File: src/rtl/assert_macros.svh
// Assertion macros for the self-checking RTL top level
`ifndef ASSERT_MACROS_SVH
`define ASSERT_MACROS_SVH

// same-cycle implication, disabled in reset
`define CRDE_ASSERT(label, clk, rst_n, ante, cons, msg) \
    label: assert property (@(posedge clk) disable iff (!rst_n) (ante) |-> (cons)) \
        else $error(msg);

// next-cycle implication, disabled in reset
`define CRDE_ASSERT_NEXT(label, clk, rst_n, ante, cons, msg) \
    label: assert property (@(posedge clk) disable iff (!rst_n) (ante) |=> (cons)) \
        else $error(msg);

`endif

File: src/rtl/crde_pkg.sv
// Types, constants and codes of the raster draw engine
`default_nettype none
package crde_pkg;

    localparam int MAX_CANVAS_WIDTH  = 256;
    localparam int MAX_CANVAS_HEIGHT = 256;

    localparam int CFG_W     = 9;
    localparam int CFG_IDX_W = 1;
    localparam int COORD_W   = 16;
    localparam int SIZE_W    = 16;
    localparam int COLOR_W   = 32;
    localparam int COUNT_W   = 18;
    localparam int OP_W      = 3;
    localparam int GEO_W     = 20;

    localparam int XC_W   = $clog2(MAX_CANVAS_WIDTH + 1);
    localparam int YC_W   = $clog2(MAX_CANVAS_HEIGHT + 1);
    localparam int DEPTH  = MAX_CANVAS_WIDTH * MAX_CANVAS_HEIGHT;
    localparam int ADDR_W = $clog2(DEPTH);

    localparam int QDEPTH = 2;
    localparam int QPTR_W = (QDEPTH > 1) ? $clog2(QDEPTH) : 1;
    localparam int QCNT_W = $clog2(QDEPTH + 1);

    localparam logic [COUNT_W-1:0]   COUNT_MAX = '1;
    localparam logic [CFG_W-1:0]     CFG_RESET = CFG_W'(256);
    localparam logic [CFG_IDX_W-1:0] REG_CANVAS_WIDTH  = 1'b0;
    localparam logic [CFG_IDX_W-1:0] REG_CANVAS_HEIGHT = 1'b1;

    typedef enum logic [OP_W-1:0] {
        OP_PIXEL   = 3'd0,
        OP_FILL    = 3'd1,
        OP_OUTLINE = 3'd2,
        OP_LINE    = 3'd3,
        OP_CLEAR   = 3'd4,
        OP_READ    = 3'd5
    } op_t;

    typedef enum logic [2:0] {
        JOB_NOP,
        JOB_FILL,
        JOB_OUTLINE,
        JOB_LINE,
        JOB_READ
    } job_kind_t;

    typedef enum logic [2:0] {
        B_CLEAR,
        B_IDLE,
        B_SETUP,
        B_FILL,
        B_LSETUP,
        B_LINE,
        B_READ,
        B_DONE
    } back_state_t;

    typedef struct packed {
        logic [OP_W-1:0]           operation;
        logic signed [COORD_W-1:0] x_a;
        logic signed [COORD_W-1:0] y_a;
        logic signed [COORD_W-1:0] x_b;
        logic signed [COORD_W-1:0] y_b;
        logic [SIZE_W-1:0]         rect_width;
        logic [SIZE_W-1:0]         rect_height;
        logic [SIZE_W-1:0]         thickness;
        logic [COLOR_W-1:0]        color;
    } cmd_t;

    typedef struct packed {
        logic [COLOR_W-1:0] read_color;
        logic [COUNT_W-1:0] pixels_written;
    } res_t;

    typedef struct packed {
        job_kind_t                 kind;
        logic signed [COORD_W-1:0] x_a;
        logic signed [COORD_W-1:0] y_a;
        logic signed [COORD_W-1:0] x_b;
        logic signed [COORD_W-1:0] y_b;
        logic [SIZE_W-1:0]         rect_width;
        logic [SIZE_W-1:0]         rect_height;
        logic [SIZE_W-1:0]         thickness;
        logic [COLOR_W-1:0]        color;
    } job_t;

    typedef struct packed {
        logic [CFG_W-1:0] aw;
        logic [CFG_W-1:0] ah;
    } dims_t;

    typedef struct packed {
        logic clearing;
        logic idle;
    } back_status_t;

endpackage
`default_nettype wire

File: src/rtl/crde_queue.sv
// Short job queue between front and back end
`default_nettype none
module crde_queue (
    input  wire logic           clk,
    input  wire logic           rst_n,
    input  wire logic           push,
    input  wire crde_pkg::job_t wdata,
    input  wire logic           pop,
    output crde_pkg::job_t      head,
    output logic                full,
    output logic                empty
);
    import crde_pkg::*;

    job_t              mem_reg [QDEPTH];
    logic [QPTR_W-1:0] wr_reg, wr_next;
    logic [QPTR_W-1:0] rd_reg, rd_next;
    logic [QCNT_W-1:0] cnt_reg, cnt_next;

    assign full  = (cnt_reg == QCNT_W'(QDEPTH));
    assign empty = (cnt_reg == '0);
    assign head  = mem_reg[rd_reg];

    always_comb
    begin
        wr_next  = wr_reg;
        rd_next  = rd_reg;
        cnt_next = cnt_reg;
        if (push)
            wr_next = (wr_reg == QPTR_W'(QDEPTH - 1)) ? '0 : wr_reg + 1'b1;
        if (pop)
            rd_next = (rd_reg == QPTR_W'(QDEPTH - 1)) ? '0 : rd_reg + 1'b1;
        if (push && !pop)
            cnt_next = cnt_reg + 1'b1;
        else if (pop && !push)
            cnt_next = cnt_reg - 1'b1;
    end

    always_ff @(posedge clk or negedge rst_n)
    begin
        if (!rst_n)
        begin
            wr_reg  <= '0;
            rd_reg  <= '0;
            cnt_reg <= '0;
        end
        else
        begin
            wr_reg  <= wr_next;
            rd_reg  <= rd_next;
            cnt_reg <= cnt_next;
        end
    end

    always_ff @(posedge clk)
    begin
        if (push)
            mem_reg[wr_reg] <= wdata;
    end

endmodule
`default_nettype wire

File: config.mk
export PLATFORM = sky130hd
export DESIGN_NAME = crde_queue
export DESIGN_NICKNAME = d
export VERILOG_FILES = /design/src/rtl/assert_macros.svh /design/src/rtl/crde_pkg.sv /design/src/rtl/crde_queue.sv
export SDC_FILE = /design/constraint.sdc
export NUM_CORES = 1
export LEC_CHECK = 0
export ABC_AREA = 1
export BUFFER_PORTS_ARGS = -buffer_cell sky130_fd_sc_hd__buf_4
export CORE_MARGIN = 3
export CORE_UTILIZATION = 40
export CTS_CLUSTER_DIAMETER = 40
export CTS_CLUSTER_SIZE = 14
export DETAILED_ROUTE_END_ITERATION = 8
export GPL_ROUTABILITY_DRIVEN = 0
export PLACE_DENSITY = 0.72
export SYNTH_ARGS = -nofsm -noshare
export SYNTH_HDL_FRONTEND = slang
export SYNTH_SLANG_ARGS = --single-unit
export TNS_END_PERCENT = 30
File: constraint.sdc
create_clock -name clk -period 21.2 [get_ports clk]
set_input_delay 4.24 -clock clk [delete_from_list [all_inputs] [get_ports clk]]
set_output_delay 4.24 -clock clk [all_outputs]
set_load 0.02 [all_outputs]
==> out/results.ini <==
[timing]
fmax_ghz = 0.147
finalCritPeriodShare = 0.321
finalHoldViolCount = 0
finClkSkew_ns = 0.0147
period_needed_ns = 6.80
rsz0062_at_grt = false
setup_viol = 0
fin_tns_setup_ns = 0
tightest_slew_ns = 0.994
slew_viol_final = 0
slew_headroom = 0.337
whs_ns = 0.509

[yosys]
synthFlopType = edfxtp_1
avgSynthCellArea_um2 = 22.5
synthSimpleGateAreaFrac = 0.00381
synth_top_area_cell = edfxtp_1
synth_xor_area_frac = 0.00242
ys_seq_elements = 298
synth_compound_area_frac = 0
yosys-mux-area-fraction = 0.153
synth_edf_count = 294
yosys_warnings = 0
yosys.area_share.adder = 0.00115
yosysSeqAreaShare = 0.823
synth_common_cells = edfxtp_1 (294), mux2_2 (147), buf_6 (12)
synthArstFlopShare = 0.0134
synth_top_family_by_area = multiplexers
synthesis.area_um2 = 10900
netlist_top_cells_area = edfxtp_1 (81%), mux2_2 (15%), buf_6 (1.2%), dfrtp_1 (0.92%), inv_1 (0.24%)
synth.most_common_cell = edfxtp_1
synth_cells = 482
syn-num-nets = 634
synth_cell_types = 14
synth_top_area_share = 0.814

[place]
dp.cells = 1105
placed_area_um2 = 13400
numPortBuffers = 299
dp_hpwl_um = 14100

[final_layout]
largest_reg_flops = 294
syn2layout_area_growth_pct = 36.9
drive_gt1_frac = 0.615
fill_cells = 2011
stdcell_count = 1181
design_area_um2 = 14900
final_nets = 965
diodes = 0
multi_input_area_um2 = 1740
regArea_um2 = 8930

[pwr]
power.total_mw = 2.19
power_frac_clock = 0.322
p_per_area_nw_per_um2 = 147
p_int_mw = 1.55
p_leak_nw = 5.64
combPwrFrac = 0.305
swShare = 0.293
seq_power_share = 0.373
ir_worst_vdd_mv = 0.0880
switchingPower_uw = 643

[floorplan]
core_um2 = 26400
placementRows = 59
start_util = 0.412
die-area_um2 = 29100
fp.dieW_um = 171
dieHeight_um = 171
io_pins = 300

[clock_network]
ctsResizeCount = 0
path_clk_slew_ns = 0.05
cts_sinks = 298
cts_max_path_buffers = 3
cts_buffers = 41
clock_latency_ns = 0.51
cts_tree = done
htreeDepth = 2
root_buffer = clkbuf_16
hold_buffers = 0
post-cts-setup-buffers = 0

[critical_path]
cp.buffers_inverters = 2
critical_path.startpoint = rd_reg
crit_type = reg -> out
cp_cell_sequence = buf_4 -> mux2_2 -> buf_4
worstPathArrival_ns = 2.56
cpMaxStageDelayCell = buf_4
r2r_start = wr_reg
path_delay_family = buffers and inverters
crit_top_cell = buf_4
end_kind = primary output
worst-path-max-fanout = 64
required_ns = 16.96
max_stage_delay_ns = 0.73
start_kind = flip-flop

[routing]
drt_first_pass_iters = 6
drcViolationCount = 0
routed_wirelength_um = 22000
wl_per_cell_um = 18.6
vias = 5632
drtIter0Drc = 309
vias_per_cell = 4.77
ant_nets = 0

[global_route]
grt-ovfl-total = 0
grt_usage = 0.144
grt_pass1_wl_um = 32900
grt_antenna_before_repair = 0
grt_max_degree = 80
grt_pass1_vias = 6181

[worst_hold_path]
hp-start = cnt_reg[1]
hold_class = reg -> reg

[outcome]
status = finished clean

[job]
cap_violations = 0

==> cells in the final DEF, fill, tap and decap left out, types with 3 or more instances in the layout <==
cell	synthesis	layout
buf_4	2	304
edfxtp_1	294	294
mux2_2	147	147
clkbuf_16	0	43
clkinv_2	0	8
bufinv_16	0	7
clkbuf_1	0	7
inv_1	7	6
nand2_1	5	5
inv_6	0	5
clkinv_1	0	3
clkbuf_8	0	3
dfrtp_1	4	3
==> worst min-delay path, delay by kind of cell (launching register included) <==
family | cells | cell delay (ns)
AND/OR/NAND/NOR | 2 | 0.11
flip-flops | 1 | 0.37
==> path summary, 6_finish.rpt <==
check,cells past startpoint,endpoint,slack [ns]
max in group asynchronous,1,rd_reg,17.56
min in group asynchronous,1,wr_reg,3.52
hold reg to reg,2,cnt_reg[1],0.51
hold / removal,2,cnt_reg[1],0.51
setup reg to reg,3,mem_reg[1][134],18.75
setup / recovery,3,head[68],14.40
==> cell families (layout without fill, tap and decap cells) <==
kind of cell	after synthesis	count (layout)
buffers and inverters	23	387
and+or+nand+nor	10	10
muxes	147	147
xor gates and xnor gates	3	3
adders and majority gates	1	1
DFF	298	298
==> stage by stage <==
step                      worst slack (ns)   util
after floorplan                      10.11      -
after detailed placement             14.80  0.509
after CTS                            14.35  0.564
final                                14.40  0.564
after global routing                 14.27  0.564
after global placement               14.80  0.509
==> metal layers <==
| metal | wire (µm) | part of all wire | up-vias | track usage |
|---|---|---|---|---|
| met3 | 2090 | 0.095 | 51 | 0.0580 |
| met5 | 0 | 0 | - | 0 |
| met4 | 709 | 0.032 | 0 | 0.0540 |
| met1 | 8210 | 0.37 | 2772 | 0.164 |
| li1 | - | - | 2588 | - |
| met2 | 11000 | 0.50 | 221 | 0.246 |
==> power groups by stage <==
stage	registers [mW]	clock network, mW	logic, mW
6_report	0.817	0.705	0.668
5_1_grt	0.827	0.752	0.710
4_1_cts	0.818	0.723	0.682
3_5_place_dp	0.829	0	0.679
3_3_place_gp	0.822	0	0.678
2_1_floorplan	0.832	0	0.432
==> layout make-up <==
class                      instances  share of cell area
sequential                       298               0.601
timing repair buffer             304               0.154
multi-input combinational        161               0.117
clock buffer                      53              0.0770
tap                              335              0.0282
clock inverter                    23              0.0205
inverter                           7             0.00211
Power figures use the tool's default switching activity.
