File: src/rtl/assert_macros.svh
// Assertion macros for the self-checking RTL top level
`ifndef ASSERT_MACROS_SVH
`define ASSERT_MACROS_SVH

// same-cycle implication, disabled in reset
`define CRDE_ASSERT(label, clk, rst_n, ante, cons, msg) \
    label: assert property (@(posedge clk) disable iff (!rst_n) (ante) |-> (cons)) \
        else $error(msg);

// next-cycle implication, disabled in reset
`define CRDE_ASSERT_NEXT(label, clk, rst_n, ante, cons, msg) \
    label: assert property (@(posedge clk) disable iff (!rst_n) (ante) |=> (cons)) \
        else $error(msg);

`endif

File: src/rtl/crde_pkg.sv
// Types, constants and codes of the raster draw engine
`default_nettype none
package crde_pkg;

    localparam int MAX_CANVAS_WIDTH  = 256;
    localparam int MAX_CANVAS_HEIGHT = 256;

    localparam int CFG_W     = 9;
    localparam int CFG_IDX_W = 1;
    localparam int COORD_W   = 16;
    localparam int SIZE_W    = 16;
    localparam int COLOR_W   = 32;
    localparam int COUNT_W   = 18;
    localparam int OP_W      = 3;
    localparam int GEO_W     = 20;

    localparam int XC_W   = $clog2(MAX_CANVAS_WIDTH + 1);
    localparam int YC_W   = $clog2(MAX_CANVAS_HEIGHT + 1);
    localparam int DEPTH  = MAX_CANVAS_WIDTH * MAX_CANVAS_HEIGHT;
    localparam int ADDR_W = $clog2(DEPTH);

    localparam int QDEPTH = 2;
    localparam int QPTR_W = (QDEPTH > 1) ? $clog2(QDEPTH) : 1;
    localparam int QCNT_W = $clog2(QDEPTH + 1);

    localparam logic [COUNT_W-1:0]   COUNT_MAX = '1;
    localparam logic [CFG_W-1:0]     CFG_RESET = CFG_W'(256);
    localparam logic [CFG_IDX_W-1:0] REG_CANVAS_WIDTH  = 1'b0;
    localparam logic [CFG_IDX_W-1:0] REG_CANVAS_HEIGHT = 1'b1;

    typedef enum logic [OP_W-1:0] {
        OP_PIXEL   = 3'd0,
        OP_FILL    = 3'd1,
        OP_OUTLINE = 3'd2,
        OP_LINE    = 3'd3,
        OP_CLEAR   = 3'd4,
        OP_READ    = 3'd5
    } op_t;

    typedef enum logic [2:0] {
        JOB_NOP,
        JOB_FILL,
        JOB_OUTLINE,
        JOB_LINE,
        JOB_READ
    } job_kind_t;

    typedef enum logic [2:0] {
        B_CLEAR,
        B_IDLE,
        B_SETUP,
        B_FILL,
        B_LSETUP,
        B_LINE,
        B_READ,
        B_DONE
    } back_state_t;

    typedef struct packed {
        logic [OP_W-1:0]           operation;
        logic signed [COORD_W-1:0] x_a;
        logic signed [COORD_W-1:0] y_a;
        logic signed [COORD_W-1:0] x_b;
        logic signed [COORD_W-1:0] y_b;
        logic [SIZE_W-1:0]         rect_width;
        logic [SIZE_W-1:0]         rect_height;
        logic [SIZE_W-1:0]         thickness;
        logic [COLOR_W-1:0]        color;
    } cmd_t;

    typedef struct packed {
        logic [COLOR_W-1:0] read_color;
        logic [COUNT_W-1:0] pixels_written;
    } res_t;

    typedef struct packed {
        job_kind_t                 kind;
        logic signed [COORD_W-1:0] x_a;
        logic signed [COORD_W-1:0] y_a;
        logic signed [COORD_W-1:0] x_b;
        logic signed [COORD_W-1:0] y_b;
        logic [SIZE_W-1:0]         rect_width;
        logic [SIZE_W-1:0]         rect_height;
        logic [SIZE_W-1:0]         thickness;
        logic [COLOR_W-1:0]        color;
    } job_t;

    typedef struct packed {
        logic [CFG_W-1:0] aw;
        logic [CFG_W-1:0] ah;
    } dims_t;

    typedef struct packed {
        logic clearing;
        logic idle;
    } back_status_t;

endpackage
`default_nettype wire

File: src/rtl/crde_front.sv
// Front end: canvas registers, command accept and decode into jobs
`default_nettype none
module crde_front (
    input  wire logic                          clk,
    input  wire logic                          rst_n,
    input  wire logic                          cfg_we,
    input  wire logic [crde_pkg::CFG_IDX_W-1:0] cfg_index,
    input  wire logic [crde_pkg::CFG_W-1:0]     cfg_data,
    input  wire logic                          in_valid,
    input  wire crde_pkg::cmd_t                in_word,
    output logic                               in_stall,
    input  wire logic                          q_full,
    input  wire crde_pkg::back_status_t        status,
    output logic                               q_push,
    output crde_pkg::job_t                     q_job,
    output crde_pkg::dims_t                    dims
);
    import crde_pkg::*;

    logic [CFG_W-1:0] width_reg, width_next;
    logic [CFG_W-1:0] height_reg, height_next;

    always_comb
    begin
        width_next  = width_reg;
        height_next = height_reg;
        if (cfg_we)
        begin
            case (cfg_index)
                REG_CANVAS_WIDTH:  width_next  = cfg_data;
                REG_CANVAS_HEIGHT: height_next = cfg_data;
                default: ;
            endcase
        end
    end

    always_ff @(posedge clk or negedge rst_n)
    begin
        if (!rst_n)
        begin
            width_reg  <= CFG_RESET;
            height_reg <= CFG_RESET;
        end
        else
        begin
            width_reg  <= width_next;
            height_reg <= height_next;
        end
    end

    // clamp to the built canvas
    always_comb
    begin
        dims.aw = width_reg;
        dims.ah = height_reg;
        if (int'(width_reg) > MAX_CANVAS_WIDTH)
            dims.aw = CFG_W'(MAX_CANVAS_WIDTH);
        if (int'(height_reg) > MAX_CANVAS_HEIGHT)
            dims.ah = CFG_W'(MAX_CANVAS_HEIGHT);
    end

    assign in_stall = q_full || status.clearing;
    assign q_push   = in_valid && !in_stall;

    always_comb
    begin
        q_job.kind        = JOB_NOP;
        q_job.x_a         = in_word.x_a;
        q_job.y_a         = in_word.y_a;
        q_job.x_b         = in_word.x_b;
        q_job.y_b         = in_word.y_b;
        q_job.rect_width  = in_word.rect_width;
        q_job.rect_height = in_word.rect_height;
        q_job.thickness   = in_word.thickness;
        q_job.color       = in_word.color;
        case (in_word.operation)
            OP_PIXEL:
            begin
                q_job.kind = JOB_LINE;
                q_job.x_b  = in_word.x_a;
                q_job.y_b  = in_word.y_a;
            end
            OP_FILL:    q_job.kind = JOB_FILL;
            OP_OUTLINE: q_job.kind = JOB_OUTLINE;
            OP_LINE:    q_job.kind = JOB_LINE;
            OP_CLEAR:
            begin
                q_job.kind        = JOB_FILL;
                q_job.x_a         = '0;
                q_job.y_a         = '0;
                q_job.rect_width  = SIZE_W'(dims.aw);
                q_job.rect_height = SIZE_W'(dims.ah);
            end
            OP_READ:    q_job.kind = JOB_READ;
            default:    q_job.kind = JOB_NOP;
        endcase
    end

endmodule
`default_nettype wire

File: config.mk
export PLATFORM = sky130hd
export DESIGN_NAME = crde_front
export DESIGN_NICKNAME = d
export VERILOG_FILES = /design/src/rtl/assert_macros.svh /design/src/rtl/crde_pkg.sv /design/src/rtl/crde_front.sv
export SDC_FILE = /design/constraint.sdc
export NUM_CORES = 1
export LEC_CHECK = 0
export BUFFER_PORTS_ARGS = -buffer_cell sky130_fd_sc_hd__buf_2
export CORE_AREA = 3 3 126 128
export DETAILED_ROUTE_END_ITERATION = 12
export DIE_AREA = 0 0 129 131
export PLACE_DENSITY = 0.58
export SLEW_MARGIN = 20
export SYNTH_ARGS = -nofsm -noshare
export SYNTH_HDL_FRONTEND = slang
export SYNTH_SLANG_ARGS = --single-unit
File: constraint.sdc
create_clock -name clk -period 1.3 [get_ports clk]
set_input_delay 0.065 -clock clk [delete_from_list [all_inputs] [get_ports clk]]
set_output_delay 0.065 -clock clk [all_outputs]
set_load 0.01 [all_outputs]
==> flow_metrics.env <==
export IMPL_syn_nets=386
export IMPL_switching_share_pct=31.8
export IMPL_synth_seq_cells=18
export IMPL_gp_congestion=0.705
export IMPL_yosysMostFrequentCell="nor2b_1"
export IMPL_setup_viol=25
export IMPL_cts_clk_slew_worst_paths_ns=0.05
export IMPL_synthArstFlopShare_pct=100
export IMPL_ir_drop_v=0.000643
export IMPL_min_to="height_reg[1]$_DFFE_PN0P_"
export IMPL_comb_power_share_pct=56.1
export IMPL_fillers=1567
export IMPL_min_from="cfg_data[1]"
export IMPL_via_per_inst=3.80
export IMPL_num_io_pins=331
export IMPL_syn_avg_cell_area_sq_um=9.56
export IMPL_reg2reg_depth=5
export IMPL_place_inst=591
export IMPL_yosysTopAreaCell="mux2_2"
export IMPL_drtIter0Drc=64
export IMPL_nNetsFinal=591
export IMPL_wl_mm=11.2
export IMPL_cp_arrival_ns=1.38
export IMPL_grt_pass1_wl_mm=13.2
export IMPL_cp_start_kind="flip-flop"
export IMPL_synthesis_area_sq_um=2120
export IMPL_portBuffers=233
export IMPL_antenna_found_initial=2
export IMPL_grt_total_usage_pct=10.2
export IMPL_insertion_delay_ns=0.24
export IMPL_slew_headroom_pct=71.4
export IMPL_r2r_end="height_reg[8]$_DFFE_PN1P_"
export IMPL_die_w_um=129
export IMPL_yosysSeqAreaShare_pct=21.3
export IMPL_yosysWarnings=0
export IMPL_crit_fanout=5
export IMPL_core_sq_um=15000
export IMPL_firstDrtPassIters=4
export IMPL_synth_ff_type="dfrtp_1"
export IMPL_p_seq_share_pct=23.3
export IMPL_finClkSkew_ns=0
export IMPL_period_needed_ns=1.45
export IMPL_h_tree_depth=1
export IMPL_violations="negative setup slack"
export IMPL_maxSlewViolCount=0
export IMPL_cellPowerDensity_nw_per_um2=749
export IMPL_power_share_clock_pct=20.6
export IMPL_p_total_mw=3.02
export IMPL_clkSinkCount=18
export IMPL_hold_viol_final=0
export IMPL_total_leakage_power_nw=2.12
export IMPL_power_switching_mw=0.958
export IMPL_start_util_pct=14.2
export IMPL_holdPathStages=2
export IMPL_rsz0062_at_grt="yes"
export IMPL_synth_top_area_share_pct=29.7
export IMPL_tightest_slew_ns=0.427
export IMPL_drive_gt1_share_pct=83.1
export IMPL_reg2reg_slack_ns=0.11
export IMPL_path_class="flip-flop to output pin"
export IMPL_die_height_um=131
export IMPL_cp_required_ns=1.24
export IMPL_finalCritPeriodShare_pct=112
export IMPL_synthTopCellsByArea="mux2_2, buf_4, dfrtp_1"
export IMPL_vias=2334
export IMPL_worst_slack_ns=-0.150
export IMPL_grt_ovfl_total=0
export IMPL_cts_buffers=3
export IMPL_multi_input_area_sq_um=1490
export IMPL_ys_types=17
export IMPL_synth_edf_count=0
export IMPL_min_path_type="input port to flip-flop"
export IMPL_fmax_ghz=0.690
export IMPL_ant_nets=0
export IMPL_wl_per_cell_um=18.2
export IMPL_grt_pass1_vias=2179
export IMPL_r2r_start="height_reg[8]$_DFFE_PN1P_"
export IMPL_syn_inst=222
export IMPL_clock_path_buffers=2
export IMPL_p_int_mw=2.06
export IMPL_syn2layout_area_growth_pct=89.5
export IMPL_grt_max_degree=33
export IMPL_cts_root_buf="clkbuf_16"
export IMPL_hold_slack_ns=0.0619
export IMPL_end_kind="output pin"
export IMPL_route_detailed_drc=0
export IMPL_dp_hpwl_mm=8.72
export IMPL_seq_area_sq_um=453
export IMPL_fin_util_pct=26.9
export IMPL_status="finished with violations"
export IMPL_fp_dieArea_sq_um=16900
export IMPL_fp_row_count=45
export IMPL_cts_tree="built"
export IMPL_synthTopCellsByCount="nor2b_1, mux2_2, buf_4, dfrtp_1, mux2_1"
export IMPL_instances_no_fill=615
export IMPL_drv_cap=0
worst max path at each step:
stage / start / endpoint / slack [ns] / cells after the start
finish: height_reg[8]$_DFFE_PN1P_ / q_job[52] / -0.15 / 4
floorplan: height_reg[8]$_DFFE_PN1P_ / q_job[49] / 0.00007 / 3
CTS: height_reg[8]$_DFFE_PN1P_ / q_job[48] / -0.15 / 4
global route: height_reg[8]$_DFFE_PN1P_ / q_job[50] / -0.19 / 4
global placement: in_word[146] / q_job[51] / 0.02 / 5
detailed placement: in_word[146] / q_job[56] / 0.005 / 5
power by group through the flow:
stage / registers (mW) / logic (mW) / clock network [mW]
CTS: 0.698 / 1.50 / 0.624
floorplan: 0.683 / 0.740 / 0
finish: 0.703 / 1.69 / 0.620
detailed placement: 0.726 / 1.17 / 0
global route: 0.714 / 1.82 / 0.650
global placement: 0.721 / 1.17 / 0
repair_timing:
item                                   4_1_cts  5_1_grt
endpoints found under the hold margin       16        0
pin swaps                                    0        1
setup endpoints to repair                   18       47
buffers inserted                             9        7
hold buffers                                 1        0
gates resized for setup                     66       64
gates cloned                                 0        3
cell families (layout without fill, tap and decap cells):
family | after synthesis | count (layout) | synth area share (%)
DFF | 18 | 18 | 21.3
and+or+nand+nor | 69 | 69 | 20.6
AOI/OAI and AO/OA | 1 | 1 | 0.235
muxes | 69 | 69 | 36.5
other | 0 | 1 | 0
buffers and inverters | 65 | 269 | 21.3
layout make-up:
type                    instances  area share (%)
well taps                     188            5.85
clock buffers                   4            1.96
inverters                       2           0.187
diodes                          1          0.0622
repair buffers                263            43.7
flip-flops and latches         18            11.3
multi-input cells             139            37.0
per-stage QoR:
step           TNS, ns  setup WS, ns  instance area (sq um)
5_1_grt          -3.23        -0.186                   4020
4_1_cts          -2.25        -0.149                   3670
3_5_place_dp         0       0.00458                   3210
2_1_floorplan        0     0.0000701                   2120
6_report         -2.51        -0.150                   4020
3_3_place_gp         0        0.0160                   3210
cell usage in the layout (no fill, tap or decap), drive strengths merged:
| master | n |
|---|---|
| a21oi | 1 |
| mux2i | 1 |
| nor2b | 63 |
| dfrtp | 16 |
| inv | 2 |
| and3 | 1 |
| nor3b | 1 |
| nor3 | 1 |
| nor2 | 1 |
| or2 | 1 |
| mux2 | 68 |
| dfstp | 2 |
| dlygate4sd3 | 1 |
| clkbuf | 6 |
| nand2 | 1 |
| buf | 260 |
| diode | 1 |
critical path: stages, from the launching register on:
cell and delay [ns]:
dfstp_2 0.57, buf_6 0.14, nor2b_2 0.05, mux2_4 0.26, buf_6 0.12
layer usage:
metal | global-route usage [%] | vias to the layer above | routed length (um)
met5 | 0 | - | 20
met3 | 3.37 | 6 | 1180
met2 | 18.4 | 163 | 5700
li1 | - | 1089 | -
met1 | 12.3 | 1074 | 4290
met4 | 0.988 | 2 | 26
(Power assumes the default switching activity.)
